`config.mk`:
```
export PLATFORM = sky130hd
export DESIGN_NAME = soc_coulomb_counter
export DESIGN_NICKNAME = d
export VERILOG_FILES = /design/src/sv/scc_pkg.sv /design/src/sv/scc_mul.sv /design/src/sv/scc_div.sv /design/src/sv/soc_coulomb_counter.sv
export SDC_FILE = /design/constraint.sdc
export NUM_CORES = 1
export LEC_CHECK = 0
export BUFFER_PORTS_ARGS = -buffer_cell sky130_fd_sc_hd__buf_4
export CAP_MARGIN = 20
export CORE_UTILIZATION = 45
export DETAILED_ROUTE_END_ITERATION = 10
export PLACE_DENSITY = 0.6
export SLEW_MARGIN = 20
export SYNTH_ARGS = -nofsm -noshare
export SYNTH_HDL_FRONTEND = slang
export SYNTH_HIERARCHICAL = 1
export SYNTH_SLANG_ARGS = --single-unit
```
`constraint.sdc`:
```
create_clock -name clk_i -period 9.7 [get_ports clk_i]
set_input_delay 0.485 -clock clk_i [delete_from_list [all_inputs] [get_ports clk_i]]
set_output_delay 0.485 -clock clk_i [all_outputs]
set_load 0.02 [all_outputs]
```
`src/sv/scc_pkg.sv`:
```
// ----------------------------------------------------------------------------
// Coulomb counter package
// Widths, constants, register indexes and shared types.
// ----------------------------------------------------------------------------
`timescale 1ns / 1ps
`default_nettype none

package scc_pkg;

  localparam int unsigned MUL_W     = 16;
  localparam int unsigned PROD_W    = 32;
  localparam int unsigned MUL_CNT_W = $clog2(MUL_W);
  localparam int unsigned DVD_W     = 32;
  localparam int unsigned DSR_W     = 22;
  localparam int unsigned DIV_CNT_W = $clog2(DVD_W);

  localparam int unsigned CFG_W     = 16;
  localparam int unsigned CFG_IDX_W = 2;
  localparam int unsigned RES_W     = 23;
  localparam int unsigned SUM_W     = 34;
  localparam int unsigned CHG_W     = 18;
  localparam int unsigned DELTA_W   = 11;

  localparam logic [CFG_IDX_W-1:0] CFG_CAPACITY = 2'd0;
  localparam logic [CFG_IDX_W-1:0] CFG_FULL     = 2'd1;
  localparam logic [CFG_IDX_W-1:0] CFG_EMPTY    = 2'd2;

  localparam logic KIND_SAMPLE = 1'b0;
  localparam logic KIND_SET    = 1'b1;

  localparam logic [CFG_W-1:0] CAPACITY_RST = 16'd1000;
  localparam logic [CFG_W-1:0] FULL_RST     = 16'd4150;
  localparam logic [CFG_W-1:0] EMPTY_RST    = 16'd3000;

  localparam logic [DSR_W-1:0] MS_PER_HOUR = 22'd3600000;
  localparam logic [DSR_W-1:0] PCT_DIV     = 22'd100;
  localparam logic [MUL_W-1:0] PERMILLE    = 16'd1000;
  localparam logic [6:0]       PCT_MAX     = 7'd100;
  localparam logic [10:0]      ROUND_BIAS  = 11'd5;
  localparam logic [7:0]       RECIP_TEN   = 8'd205;
  localparam int unsigned      RECIP_SHIFT = 11;

  typedef struct packed {
    logic busy;
    logic done;
  } scc_unit_status_t;

endpackage

`default_nettype wire

```
`src/sv/scc_mul.sv`:
```
// ----------------------------------------------------------------------------
// Coulomb counter serial multiplier
// Unsigned shift-add multiply, one multiplier bit per cycle.
// ----------------------------------------------------------------------------
`timescale 1ns / 1ps
`default_nettype none

module scc_mul (
  input  logic                         clk_i,
  input  logic                         rst_ni,
  input  logic                         start_i,
  input  logic [scc_pkg::MUL_W-1:0]    a_i,
  input  logic [scc_pkg::MUL_W-1:0]    b_i,
  output logic [scc_pkg::PROD_W-1:0]   prod_o,
  output scc_pkg::scc_unit_status_t    status_o
);
  import scc_pkg::*;

  logic [PROD_W-1:0]    acc_q, acc_d;
  logic [PROD_W-1:0]    mcand_q, mcand_d;
  logic [MUL_W-1:0]     mplier_q, mplier_d;
  logic [MUL_CNT_W-1:0] cnt_q, cnt_d;
  logic                 busy_q, busy_d;
  logic                 done_q, done_d;

  always_comb begin
    acc_d    = acc_q;
    mcand_d  = mcand_q;
    mplier_d = mplier_q;
    cnt_d    = cnt_q;
    busy_d   = busy_q;
    done_d   = 1'b0;
    if (start_i) begin
      acc_d    = '0;
      mcand_d  = {{(PROD_W-MUL_W){1'b0}}, a_i};
      mplier_d = b_i;
      cnt_d    = MUL_CNT_W'(MUL_W - 1);
      busy_d   = 1'b1;
    end else if (busy_q) begin
      if (mplier_q[0]) begin
        acc_d = acc_q + mcand_q;
      end
      mcand_d  = {mcand_q[PROD_W-2:0], 1'b0};
      mplier_d = {1'b0, mplier_q[MUL_W-1:1]};
      cnt_d    = cnt_q - 1'b1;
      if (cnt_q == '0) begin
        busy_d = 1'b0;
        done_d = 1'b1;
      end
    end
  end

  always_ff @(posedge clk_i or negedge rst_ni) begin
    if (!rst_ni) begin
      cnt_q  <= '0;
      busy_q <= 1'b0;
      done_q <= 1'b0;
    end else begin
      cnt_q  <= cnt_d;
      busy_q <= busy_d;
      done_q <= done_d;
    end
  end

  always_ff @(posedge clk_i) begin
    acc_q    <= acc_d;
    mcand_q  <= mcand_d;
    mplier_q <= mplier_d;
  end

  assign prod_o        = acc_q;
  assign status_o.busy = busy_q;
  assign status_o.done = done_q;

endmodule

`default_nettype wire

```
`src/sv/scc_div.sv`:
```
// ----------------------------------------------------------------------------
// Coulomb counter serial divider
// Unsigned restoring divide, one quotient bit per cycle.
// ----------------------------------------------------------------------------
`timescale 1ns / 1ps
`default_nettype none

module scc_div (
  input  logic                         clk_i,
  input  logic                         rst_ni,
  input  logic                         start_i,
  input  logic [scc_pkg::DVD_W-1:0]    dividend_i,
  input  logic [scc_pkg::DSR_W-1:0]    divisor_i,
  output logic [scc_pkg::DVD_W-1:0]    quo_o,
  output logic [scc_pkg::DSR_W-1:0]    rem_o,
  output scc_pkg::scc_unit_status_t    status_o
);
  import scc_pkg::*;

  logic [DSR_W-1:0]     rem_q, rem_d;
  logic [DSR_W-1:0]     dsr_q, dsr_d;
  logic [DVD_W-1:0]     dvd_q, dvd_d;
  logic [DVD_W-1:0]     quo_q, quo_d;
  logic [DIV_CNT_W-1:0] cnt_q, cnt_d;
  logic                 busy_q, busy_d;
  logic                 done_q, done_d;
  logic [DSR_W:0]       trial;
  logic [DSR_W:0]       diff;
  logic                 ge;

  assign trial = {rem_q, dvd_q[DVD_W-1]};
  assign diff  = trial - {1'b0, dsr_q};
  assign ge    = trial >= {1'b0, dsr_q};

  always_comb begin
    rem_d  = rem_q;
    dsr_d  = dsr_q;
    dvd_d  = dvd_q;
    quo_d  = quo_q;
    cnt_d  = cnt_q;
    busy_d = busy_q;
    done_d = 1'b0;
    if (start_i) begin
      rem_d  = '0;
      dsr_d  = divisor_i;
      dvd_d  = dividend_i;
      quo_d  = '0;
      cnt_d  = DIV_CNT_W'(DVD_W - 1);
      busy_d = 1'b1;
    end else if (busy_q) begin
      rem_d = ge ? diff[DSR_W-1:0] : trial[DSR_W-1:0];
      quo_d = {quo_q[DVD_W-2:0], ge};
      dvd_d = {dvd_q[DVD_W-2:0], 1'b0};
      cnt_d = cnt_q - 1'b1;
      if (cnt_q == '0) begin
        busy_d = 1'b0;
        done_d = 1'b1;
      end
    end
  end

  always_ff @(posedge clk_i or negedge rst_ni) begin
    if (!rst_ni) begin
      cnt_q  <= '0;
      busy_q <= 1'b0;
      done_q <= 1'b0;
    end else begin
      cnt_q  <= cnt_d;
      busy_q <= busy_d;
      done_q <= done_d;
    end
  end

  always_ff @(posedge clk_i) begin
    rem_q <= rem_d;
    dsr_q <= dsr_d;
    dvd_q <= dvd_d;
    quo_q <= quo_d;
  end

  assign quo_o         = quo_q;
  assign rem_o         = rem_q;
  assign status_o.busy = busy_q;
  assign status_o.done = done_q;

endmodule

`default_nettype wire

```
`src/sv/soc_coulomb_counter.sv`:
```
// Sequence: an accepted beat runs a multiply, for a sample a summing step, then a divide,
//   an apply step, a second multiply and divide, then publishes; with zero capacity it publishes at once.
// Flow: one beat at a time, the next taken once the result is registered, which waits while
//   the output register holds a beat not yet taken; the work is two multiplies and two divides.
// Reset: asynchronous, active low; the configuration registers return to their defaults and the
//   charge, residue, level and display clear to zero.
// ----------------------------------------------------------------------------
// Coulomb counter state of charge
// Integrates current over time into mAh, applies voltage rules and publishes
// remaining charge, permille level and a slewed display percent.
// ----------------------------------------------------------------------------
`timescale 1ns / 1ps
`default_nettype none

module soc_coulomb_counter (
  input  logic                            clk_i,
  input  logic                            rst_ni,
  input  logic                            cfg_we_i,
  input  logic [scc_pkg::CFG_IDX_W-1:0]   cfg_idx_i,
  input  logic [scc_pkg::CFG_W-1:0]       cfg_wdata_i,
  input  logic                            s_axis_tvalid,
  output logic                            s_axis_tready,
  // current[15:0], elapsed_ms[31:16], min_cell_mv[47:32], charger_on[48],
  // set_percent[56:49], zero fill [63:57]
  input  logic [63:0]                     s_axis_tdata,
  // kind[0]
  input  logic                            s_axis_tuser,
  output logic                            m_axis_tvalid,
  input  logic                            m_axis_tready,
  // remaining_mah[15:0], level_permille[25:16], shown_percent[32:26],
  // zero fill [39:33]
  output logic [39:0]                     m_axis_tdata
);
  import scc_pkg::*;

  localparam logic [2:0] ST_IDLE  = 3'd0;
  localparam logic [2:0] ST_MUL_A = 3'd1;
  localparam logic [2:0] ST_SUM   = 3'd2;
  localparam logic [2:0] ST_DIV_A = 3'd3;
  localparam logic [2:0] ST_APPLY = 3'd4;
  localparam logic [2:0] ST_MUL_P = 3'd5;
  localparam logic [2:0] ST_DIV_P = 3'd6;
  localparam logic [2:0] ST_PUB   = 3'd7;

  logic [2:0]       state_q, state_d;
  logic [CFG_W-1:0] cap_q, full_q, empty_q;

  logic [RES_W-1:0] res_q;
  logic [15:0]      remain_q;
  logic [9:0]       level_q;
  logic [6:0]       disp_q;

  logic             kind_q, cur_neg_q, chg_q, sum_neg_q;
  logic [15:0]      vmin_q;
  logic [6:0]       pct_q;

  logic             out_valid_q;
  logic [15:0]      out_remain_q;
  logic [9:0]       out_level_q;
  logic [6:0]       out_disp_q;

  logic [15:0]      in_current, in_elapsed, in_vmin, abs_cur;
  logic             in_charger, in_fire;
  logic [7:0]       in_pct;
  logic [6:0]       pct_clamp;

  logic             mul_start, div_start, pub_load;
  logic [MUL_W-1:0] mul_a, mul_b;
  logic [PROD_W-1:0] mul_prod;
  logic [DVD_W-1:0] div_dvd, div_quo;
  logic [DSR_W-1:0] div_dsr, div_rem;
  scc_unit_status_t mul_st, div_st;

  logic [SUM_W-1:0] prod_ext, sum_c, sum_abs_w;
  logic [DELTA_W-1:0] delta;
  logic [CHG_W-1:0] charge_w;
  logic [RES_W-1:0] res_new;
  logic [15:0]      charge_clamp, charge_new;

  logic [10:0]      round_sum;
  logic [18:0]      round_prod;
  logic [7:0]       target;
  logic [6:0]       disp_next;

  assign in_current = s_axis_tdata[15:0];
  assign in_elapsed = s_axis_tdata[31:16];
  assign in_vmin    = s_axis_tdata[47:32];
  assign in_charger = s_axis_tdata[48];
  assign in_pct     = s_axis_tdata[56:49];

  assign s_axis_tready = (state_q == ST_IDLE);
  assign in_fire       = s_axis_tvalid & s_axis_tready;
  assign abs_cur       = in_current[15] ? (~in_current + 16'd1) : in_current;
  assign pct_clamp     = (in_pct > {1'b0, PCT_MAX}) ? PCT_MAX : in_pct[6:0];

  // operand selection for the shared multiplier
  always_comb begin
    if (state_q == ST_IDLE) begin
      mul_a = (s_axis_tuser == KIND_SET) ? cap_q : abs_cur;
      mul_b = (s_axis_tuser == KIND_SET) ? {{(MUL_W-7){1'b0}}, pct_clamp} : in_elapsed;
    end else begin
      mul_a = charge_new;
      mul_b = PERMILLE;
    end
  end

  assign mul_start = (in_fire && (cap_q != '0)) || (state_q == ST_APPLY);
  assign div_start = (state_q == ST_SUM)
                  || ((state_q == ST_MUL_A) && mul_st.done && (kind_q == KIND_SET))
                  || ((state_q == ST_MUL_P) && mul_st.done);
  assign div_dvd   = (state_q == ST_SUM) ? sum_abs_w[DVD_W-1:0] : mul_prod;
  assign div_dsr   = (state_q == ST_MUL_P) ? {{(DSR_W-CFG_W){1'b0}}, cap_q}
                   : ((kind_q == KIND_SET) ? PCT_DIV : MS_PER_HOUR);

  scc_mul u_mul (
    .clk_i    (clk_i),
    .rst_ni   (rst_ni),
    .start_i  (mul_start),
    .a_i      (mul_a),
    .b_i      (mul_b),
    .prod_o   (mul_prod),
    .status_o (mul_st)
  );

  scc_div u_div (
    .clk_i      (clk_i),
    .rst_ni     (rst_ni),
    .start_i    (div_start),
    .dividend_i (div_dvd),
    .divisor_i  (div_dsr),
    .quo_o      (div_quo),
    .rem_o      (div_rem),
    .status_o   (div_st)
  );

  // residue plus signed product
  assign prod_ext  = {{(SUM_W-PROD_W){1'b0}}, mul_prod};
  assign sum_c     = {{(SUM_W-RES_W){res_q[RES_W-1]}}, res_q}
                   + (cur_neg_q ? (~prod_ext + 1'b1) : prod_ext);
  assign sum_abs_w = sum_c[SUM_W-1] ? (~sum_c + 1'b1) : sum_c;

  // whole mAh moved out of the residue
  assign delta    = sum_neg_q ? (~div_quo[DELTA_W-1:0] + 1'b1) : div_quo[DELTA_W-1:0];
  assign charge_w = {2'b00, remain_q} + {{(CHG_W-DELTA_W){delta[DELTA_W-1]}}, delta};
  assign res_new  = sum_neg_q ? (~{1'b0, div_rem} + 1'b1) : {1'b0, div_rem};

  always_comb begin
    if (charge_w[CHG_W-1]) begin
      charge_clamp = '0;
    end else if (charge_w[CHG_W-2:0] > {1'b0, cap_q}) begin
      charge_clamp = cap_q;
    end else begin
      charge_clamp = charge_w[15:0];
    end
    if (kind_q == KIND_SET) begin
      charge_new = div_quo[15:0];
    end else if (chg_q && (vmin_q >= full_q)) begin
      charge_new = cap_q;
    end else if (vmin_q <= empty_q) begin
      charge_new = '0;
    end else begin
      charge_new = charge_clamp;
    end
  end

  // rounded percent by reciprocal of ten, then one display step
  assign round_sum  = {1'b0, div_quo[9:0]} + ROUND_BIAS;
  assign round_prod = 19'(round_sum * RECIP_TEN);
  assign target     = round_prod[18:RECIP_SHIFT];

  always_comb begin
    if ({1'b0, disp_q} < target) begin
      disp_next = disp_q + 7'd1;
    end else if ({1'b0, disp_q} > target) begin
      disp_next = disp_q - 7'd1;
    end else begin
      disp_next = disp_q;
    end
  end

  assign pub_load = (state_q == ST_PUB) && (!out_valid_q || m_axis_tready);

  always_comb begin
    state_d = state_q;
    case (state_q)
      ST_IDLE: begin
        if (in_fire) begin
          state_d = (cap_q == '0) ? ST_PUB : ST_MUL_A;
        end
      end
      ST_MUL_A: begin
        if (mul_st.done) begin
          state_d = (kind_q == KIND_SET) ? ST_DIV_A : ST_SUM;
        end
      end
      ST_SUM:   state_d = ST_DIV_A;
      ST_DIV_A: begin
        if (div_st.done) begin
          state_d = ST_APPLY;
        end
      end
      ST_APPLY: state_d = ST_MUL_P;
      ST_MUL_P: begin
        if (mul_st.done) begin
          state_d = ST_DIV_P;
        end
      end
      ST_DIV_P: begin
        if (div_st.done) begin
          state_d = ST_PUB;
        end
      end
      ST_PUB: begin
        if (pub_load) begin
          state_d = ST_IDLE;
        end
      end
      default: state_d = ST_IDLE;
    endcase
  end

  always_ff @(posedge clk_i or negedge rst_ni) begin
    if (!rst_ni) begin
      state_q     <= ST_IDLE;
      cap_q       <= CAPACITY_RST;
      full_q      <= FULL_RST;
      empty_q     <= EMPTY_RST;
      res_q       <= '0;
      remain_q    <= '0;
      level_q     <= '0;
      disp_q      <= '0;
      out_valid_q <= 1'b0;
    end else begin
      state_q <= state_d;
      if (cfg_we_i) begin
        case (cfg_idx_i)
          CFG_CAPACITY: cap_q   <= cfg_wdata_i;
          CFG_FULL:     full_q  <= cfg_wdata_i;
          CFG_EMPTY:    empty_q <= cfg_wdata_i;
          default: ;
        endcase
      end
      if (state_q == ST_APPLY) begin
        remain_q <= charge_new;
        if (kind_q == KIND_SET) begin
          res_q  <= '0;
          disp_q <= pct_q;
        end else begin
          res_q <= res_new;
        end
      end
      if ((state_q == ST_DIV_P) && div_st.done) begin
        level_q <= div_quo[9:0];
        disp_q  <= disp_next;
      end
      if (pub_load) begin
        out_valid_q <= 1'b1;
      end else if (m_axis_tready) begin
        out_valid_q <= 1'b0;
      end
    end
  end

  always_ff @(posedge clk_i) begin
    if (in_fire) begin
      kind_q    <= s_axis_tuser;
      cur_neg_q <= in_current[15];
      vmin_q    <= in_vmin;
      chg_q     <= in_charger;
      pct_q     <= pct_clamp;
    end
    if (state_q == ST_SUM) begin
      sum_neg_q <= sum_c[SUM_W-1];
    end
    if (pub_load) begin
      out_remain_q <= remain_q;
      out_level_q  <= level_q;
      out_disp_q   <= disp_q;
    end
  end

  assign m_axis_tvalid = out_valid_q;
  assign m_axis_tdata  = {7'd0, out_disp_q, out_level_q, out_remain_q};

endmodule

`default_nettype wire

```
==> Yosys cells after proc, flatten, opt, wreduce, memory -nomap -nowiden <==
Index checks and enable logic that the tools add are counted.
{ "totals": {"ff_bits": 353, "input_bits": 88, "output_inout_bits": 42, "word_cells": 164} }
{ "op_classes": {"add_sub_neg": 14, "mul": 1, "order_cmp": 7, "n_eq_ne": 16, "mux": 58, "bitwise": 6, "reduce_logical": 29} }
{ "op_table": {"columns": ["cell", "count"], "rows": [
  ["16-bit 2-to-1 mux", 15],
  ["32-bit 2-to-1 mux", 4],
  ["23-bit 2-to-1 mux", 2],
  ["22-bit 2-to-1 mux", 2],
  ["7-bit 2-to-1 mux", 6],
  ["34-bit by 1-bit adder with 34-bit output, second input constant", 1],
  ["34-bit adder", 1],
  ["34-bit 2-to-1 mux", 1],
  ["32-bit inverter with 34-bit output", 1],
  ["32-bit by 1-bit adder with 32-bit output, second input constant", 1],
  ["32-bit adder", 1],
  ["32-bit inverter", 1],
  ["3-bit case mux with 8 select lines", 1],
  ["23-bit by 1-bit adder with 23-bit output, second input constant", 1],
  ["23-bit by 22-bit >= comparator with 1-bit output", 1],
  ["22-bit inverter with 23-bit output", 1],
  ["22-bit subtractor", 1],
  ["3-bit 2-to-1 mux", 7],
  ["11-bit by 8-bit multiplier with 19-bit output, second input constant", 1],
  ["17-bit by 11-bit adder with 18-bit output", 1],
  ["17-bit by 16-bit > comparator with 1-bit output", 1],
  ["16-bit by 1-bit adder with 16-bit output, second input constant", 1],
  ["16-bit >= comparator", 1],
  ["16-bit less-or-equal comparator", 1],
  ["37 further kinds", 77]
]} }

==> Longest topological paths before layout <==
Gate-level depths: netlist of the first run.
{ "logic_depth": {"ltp_word": 12, "depth_mapped": 37, "ltp_nobuf": 36} }

==> Cells and area by module <==
Netlist of the first run, hierarchy kept.
{ "modules_own_cells": {"columns": ["mod", "n_inst", "cells_each", "area_per_inst_um2", "seq_area_each_um2"], "rows": [
  ["soc_coulomb_counter", 1, 1848, 15876.5, 4526.8],
  ["scc_div", 1, 519, 5688.0, 2877.8],
  ["scc_mul", 1, 528, 5016.1, 2072.0]
]} }

==> Worst setup path after synthesis of the first run <==
No wires, ideal clock.
{ "synth_path": {"path_type": "reg-to-reg", "start": "reg u_div.quo_q[2] (netlist: u_div/quo_o[2])", "end": "reg disp_q[6]", "setup_ns": 0.121, "t_arrival_ns": 7.071, "t_required_ns": 9.579, "slack_ns": 2.508, "stages_incl_launch_ff": 36, "n_path_buf": 1, "synth_period_minus_slack_ns": 7.192, "path_cell_list": "dfxtp_1 clkbuf_1 a21oi_1 nor2_1 and3_1 xnor2_1 xnor2_1 inv_1 fa_1 inv_1 fa_1 inv_1 fa_1 inv_1 ha_1 o2111ai_1 o21ai_0 a21o_1 xnor2_1 ha_1 nor2b_1 o21a_1 o21ai_0 nand2b_1 a21oi_1 o21ai_0 nand2_1 inv_1 fa_1 a21o_1 a21oi_1 o21bai_1 a21oi_1 xor2_1 o21ai_0 a22o_1"} }
{ "synth_between": {"elab_chain_len": 5, "elab_cells_between_ends": 8, "classes_between": "add/sub (1); mul (1); order compare (2); eq/ne (1); mux (2); reduce/logical (1)"} }
{ "synth_lines": {"columns": ["item", "line", "rtl"], "rows": [
  ["start: declaration", "scc_div.sv:23", "logic [DVD_W-1:0] quo_q, quo_d;"],
  ["start signal: assignment", "scc_div.sv:78", "quo_q <= quo_d;"],
  ["10-bit by 3-bit adder with 11-bit output (*)", "soc_coulomb_counter.sv:167", "assign round_sum = {1'b0, div_quo[9:0]} + ROUND_BIAS;"],
  ["11-bit by 8-bit multiplier with 19-bit output (*)", "soc_coulomb_counter.sv:168", "assign round_prod = 19'(round_sum * RECIP_TEN);"],
  ["7-bit by 8-bit < comparator with 1-bit output or 7-bit by 8-bit > comparator with 1-bit output (tied branches)", "soc_coulomb_counter.sv:172, soc_coulomb_counter.sv:174", null],
  ["3-bit != test (no line) or 7-bit 2-to-1 mux (tied branches)", null, null],
  ["3-bit AND reduction (no line) or 7-bit 2-to-1 mux (tied branches)", null, null],
  ["end signal: assignment", "soc_coulomb_counter.sv:247", "disp_q <= pct_q;"],
  ["end signal: assignment", "soc_coulomb_counter.sv:254", "disp_q <= disp_next;"],
  ["end: declaration", "soc_coulomb_counter.sv:51", "logic [6:0] disp_q;"]
]} }
Mark *: on every way between the ends. The rest lies on a longest branch, timed or not.
A chain may end at the register's enable or synchronous reset.

==> Worst setup path after layout of the first run <==
Ends and elaborated chain as after synthesis.

==> flow_summary.json, run 1 <==
{
  "synthesis.area_um2": 26000,
  "num_vias": 21100,
  "start_kind": "flop",
  "slew_headroom_pct": 33.1,
  "slowest_delay_ps": 610,
  "cts_resized": 0,
  "timing.critical_path.slowest_stage_cell": "o21ai_0",
  "fmax_mhz": 123,
  "crit_top_cell": "inv_1",
  "drv_slew": 0,
  "wl_per_cell_um": 18.8,
  "cts.reportedPaths.clkPinSlew_ps": 60,
  "fin_worst_skew_ps": 21.9,
  "wl_um": 69500,
  "hpwlAfterDp_um": 53500,
  "syn_to_final_growth_pct": 11.0,
  "setup_violations": 0,
  "grt_max_degree": 66,
  "synthCells": 2843,
  "clock_latency_ps": 580,
  "root_buffer": "clkbuf_16",
  "yosysWarnings": 6,
  "io_buffer_count": 115,
  "clock-sinks": 353,
  "final_common_cell": "nand2_1",
  "final_cell_mix": "nand2_1, ha_1, o21ai_0, nor2_1, a21oi_1",
  "maxCapViolations": 0,
  "ff2ff_setup_slack_ps": 1560,
  "grt_pass1_wl_um": 112000,
  "cts_buffers": 43,
  "violations": "hold timing",
  "htree_levels": 2,
  "drive_gt1_share_pct": 13.2,
  "end_kind": "flop",
  "track_usage_pct": 23.5,
  "setup-tns-final_ps": 0,
  "cp.arrival_ps": 8590,
  "drt_pass1_iterations": 6,
  "avgSynthCellArea_um2": 9.15,
  "antenna_found_initial": 0,
  "ctsHoldBuffers": 0,
  "hp-class": "in2async",
  "path_class": "reg2reg",
  "final_antenna_net_count": 0,
  "grt_overflow": 0,
  "routabilityCongestion": 0.920,
  "die_w_um": 242,
  "first_global_vias": 20700,
  "crit_fanout": 12,
  "num_io_pins": 130,
  "status": "complete, but fails checks",
  "remaining_drc_errors": 0,
  "cts_setup_buffers": 0,
  "start_util_pct": 45.9,
  "num_antenna_cells": 0,
  "required_ps": 10150,
  "dieArea_um2": 58800,
  "final_nets": 3231,
  "cts_tree": "built",
  "die_y_um": 242,
  "hold_viol": 2,
  "num_rows": 87,
  "drt_iter0_drc": 1447,
  "post-route-period-util_pct": 83.9,
  "cts_buffer_depth": 3,
  "whs_ps": -4.46,
  "period_needed_ps": 8140,
  "grt_setup_unrepaired": "no",
  "core_area_um2": 56700,
  "viasPerCell": 5.71,
  "tightest_slew_ps": 1000
}
-- final timing paths --
kind                                  start              to  cells past startpoint
max                          u_div/quo_o[2]       disp_q[6]                     34
min                                  rst_ni     empty_q[10]                      1
max reg2reg                  u_div/quo_o[2]       disp_q[6]                     34
min reg2reg                      level_q[0]  out_level_q[0]                      0
max in group asynchronous            rst_ni    u_div/busy_q                      2
min in group clk_i         s_axis_tdata[34]       vmin_q[2]                      1
-- cell type report --
| cell class | instances | area [um^2] |
|---|---|---|
| tap | 756 | 946 |
| inverter | 178 | 668 |
| clock inverter | 25 | 184 |
| clock buffer | 55 | 1230 |
| multi-input combinational | 2192 | 15700 |
| fill | 5223 | 27800 |
| sequential | 353 | 9160 |
| timing repair buffer | 133 | 998 |
-- per-layer routing --
layer | up-vias | wire, um | track usage [%]
li1 | 10400 | - | -
met1 | 10100 | 32400 | 32.3
met2 | 493 | 32300 | 38.4
met3 | 87 | 3410 | 3.52
met4 | 0 | 1440 | 5.94
met5 | - | 0 | 0
-- metrics by stage --
| stage | instances | worst slack, ps | hold slack, ps | utilization, % | cell area [um^2] |
|---|---|---|---|---|---|
| 2_1_floorplan | 2851 | 2510 | 189 | - | 26000 |
| 3_3_place_gp | 3612 | 1680 | 438 | 48.4 | 27500 |
| 3_5_place_dp | 3612 | 1600 | 433 | 48.5 | 27500 |
| 4_1_cts | 3692 | 1550 | 12.9 | 50.9 | 28900 |
| 5_1_grt | 3692 | 980 | 46.5 | 50.9 | 28900 |
| 6_report | 3692 | 1560 | -4.46 | 50.9 | 28900 |
-- state kept, by name (all words and copies together), names as in the netlist, 3 cells and up --
name            flops
out_level_q        10
u_div/dsr_q        22
u_div/rem_o        22
cap_q              16
u_mul/mplier_q     16
pct_q               7
level_q            10
u_div/cnt_q         5
res_q              23
remain_q           16
empty_q            16
state_q             3
u_mul/mcand_q      32
u_mul/cnt_q         4
disp_q              7
u_mul/prod_o       32
vmin_q             16
u_div/quo_o        16
u_div/dvd_q        32
full_q             16
out_remain_q       16
out_disp_q          7
-- critical path: cells and delay by family (launching register included) --
kind,cells,cell delay [ps]
AOI/OAI and AO/OA,14,2920
xor gates and xnor gates,4,1050
buffers and inverters,5,370
adders and majority gates,6,2590
DFF,1,440
and+or+nand+nor,5,640
Power of run 1 is left out: the tool's default activity adds up to more than one toggle a clock period on the data nets, which glitch-free logic cannot reach.
==> run 2, diff against run 1 <==
--- a/config.mk
+++ b/config.mk
@@ -9,7 +9,7 @@
 export CAP_MARGIN = 20
 export CORE_UTILIZATION = 45
 export DETAILED_ROUTE_END_ITERATION = 10
-export PLACE_DENSITY = 0.6
+export PLACE_DENSITY = 0.62
 export SLEW_MARGIN = 20
 export SYNTH_ARGS = -nofsm -noshare
 export SYNTH_HDL_FRONTEND = slang
==> constraint.sdc (replaced) <==
create_clock -name clk_i -period 6.6 [get_ports clk_i]
set_input_delay 0.33 -clock clk_i [delete_from_list [all_inputs] [get_ports clk_i]]
set_output_delay 0.33 -clock clk_i [all_outputs]
set_load 0.02 [all_outputs]
==> run 2 against run 1 <==
  * The run now ends clean
  * Sequential share of layout area decreased by 1.5 points
  * Wire length up 3.5%
  * Clock skew up 7.0 ps
  * Non-clock buffer count rose by 110
  * Design area increased by 5.0%
  * First-iteration DRC count up 11%
  * Critical path type unchanged
  * Maximum frequency increased by 25%
  * Critical path depth shrank 3
  * Highest routed layer is now met5
==> flow_summary.json, run 2 (synthesis results as in run 1) <==
{
  "final_common_cell": "nand2_1",
  "cts_buffers": 44,
  "start_kind": "flop",
  "hp-start": "s_axis_tdata[51]",
  "num_rows": 87,
  "grt_setup_unrepaired": "yes",
  "r2r-end": "disp_q[6]",
  "r2r-start": "u_div/quo_o[1]",
  "remaining_drc_errors": 0,
  "post-route-period-util_pct": 99.0,
  "hold_path_end": "pct_q[2]",
  "final_cells": 3804,
  "hp-class": "in2reg",
  "period_needed_ps": 6530,
  "htree_levels": 2,
  "layout_setup_ws_ps": 66.4,
  "wl_per_cell_um": 18.9,
  "root_buffer": "clkbuf_16",
  "tightest_slew_ps": 1060,
  "antenna_found_initial": 1,
  "slew_headroom_pct": 29.4,
  "reg2reg_depth": 31,
  "crit_top_cell": "ha_1",
  "cts_buffer_depth": 3,
  "final_nets": 3342,
  "grt_overflow": 0,
  "path_class": "reg2reg",
  "crit_fanout": 7,
  "end_kind": "flop",
  "start_util_pct": 45.9,
  "grt_pass1_wl_um": 115000,
  "cts_tree": "built",
  "dieArea_um2": 58800,
  "die_y_um": 242,
  "dp.cells": 3666,
  "num_antenna_cells": 0,
  "cts.reportedPaths.clkPinSlew_ps": 60,
  "first_global_vias": 21200,
  "maxCapViolations": 0,
  "drt_pass1_iterations": 6,
  "drive_gt1_share_pct": 17.2,
  "final_cell_mix": "nand2_1, ha_1, buf_4",
  "setup_violations": 0,
  "drt_iter0_drc": 1610,
  "drv_slew": 0,
  "required_ps": 7070,
  "fin_worst_skew_ps": 28.9,
  "io_buffer_count": 115,
  "hpwlAfterDp_um": 54500,
  "grt_max_degree": 63,
  "cp.arrival_ps": 7010,
  "track_usage_pct": 24.2,
  "syn_to_final_growth_pct": 16.6,
  "place_ws_ps": -298,
  "routabilityCongestion": 0.904,
  "num_io_pins": 130,
  "viasPerCell": 5.69,
  "hold_viol": 0,
  "clock_latency_ps": 600,
  "dpl-instance-area_um2": 27900,
  "clock-sinks": 353,
  "core_area_um2": 56700,
  "timing.critical_path.slowest_stage_cell": "fa_1",
  "die_w_um": 242,
  "fin_area_um2": 30300,
  "final_antenna_net_count": 0,
  "ff2ff_setup_slack_ps": 70,
  "num_vias": 21600,
  "fmax_mhz": 153,
  "status": "finished clean",
  "holdPathStages": 3,
  "wl_um": 71900,
  "slowest_delay_ps": 550
}
## run 2: cell count changes in the layout (fill, tap and decap cells not counted), moves of 10 or more
cell	delta
buf_4	+70
dlygate4sd3_1	+34
xnor2_1	-12
ha_1	-11
ha_4	+11
xnor2_2	+11
a21oi_1	-10
## run 2: per-stage QoR
stage | hold slack (ps) | setup TNS, ps | utilization, %
floorplan | 34.4 | 0 | -
CTS | 7.47 | 0 | 53.1
global placement | 433 | -237 | 49.2
detailed placement | 441 | -514 | 49.2
finish | 44.3 | 0 | 53.5
global route | 14.0 | -845 | 53.5
## run 2: per-layer routing
layer | global-route usage [%] | wire length (um)
met4 | 7.11 | 1790
met1 | 33.3 | 33200
met2 | 39.6 | 33300
met3 | 3.29 | 3610
met5 | 0 | 13
## run 2: area by class of cell
type                       instances  area (um^2)
clock inverter                    26          315
sequential                       353         9170
timing repair buffer             243         1930
fill                            5057        26400
tap                              756          946
inverter                         178          668
multi-input combinational       2192        16100
clock buffer                      56         1190
## run 2: worst max path at each step
stage                    from        end  slack [ps]  cells after the start
3_3_place_gp   u_div/quo_o[0]  disp_q[6]        -140                     33
5_1_grt        u_div/quo_o[0]  disp_q[5]        -280                     37
2_1_floorplan  u_div/quo_o[3]  disp_q[6]          10                     35
6_report       u_div/quo_o[1]  disp_q[6]          70                     31
4_1_cts        u_div/quo_o[0]  disp_q[6]           6                     32
3_5_place_dp   u_div/quo_o[0]  disp_q[6]        -300                     33
## run 2: what timing repair did
item | CTS | global route
pin swaps | 35 | 35
cloned | 0 | 1
gates resized for setup | 33 | 38
hold endpoints to repair | 100 | 0
endpoints found under the setup margin | 4 | 7
hold buffers | 34 | 0
buffers inserted | 19 | 5
## run 2: worst max-delay path, delay by kind of cell, from the launching register on
family | cells | cell delay (ps)
compound gates | 12 | 1980
xor+xnor | 3 | 540
fa+ha+maj | 7 | 2530
buf+inv | 7 | 710
flops | 1 | 390
simple gates | 2 | 250
Power of run 2 is left out for the same reason.
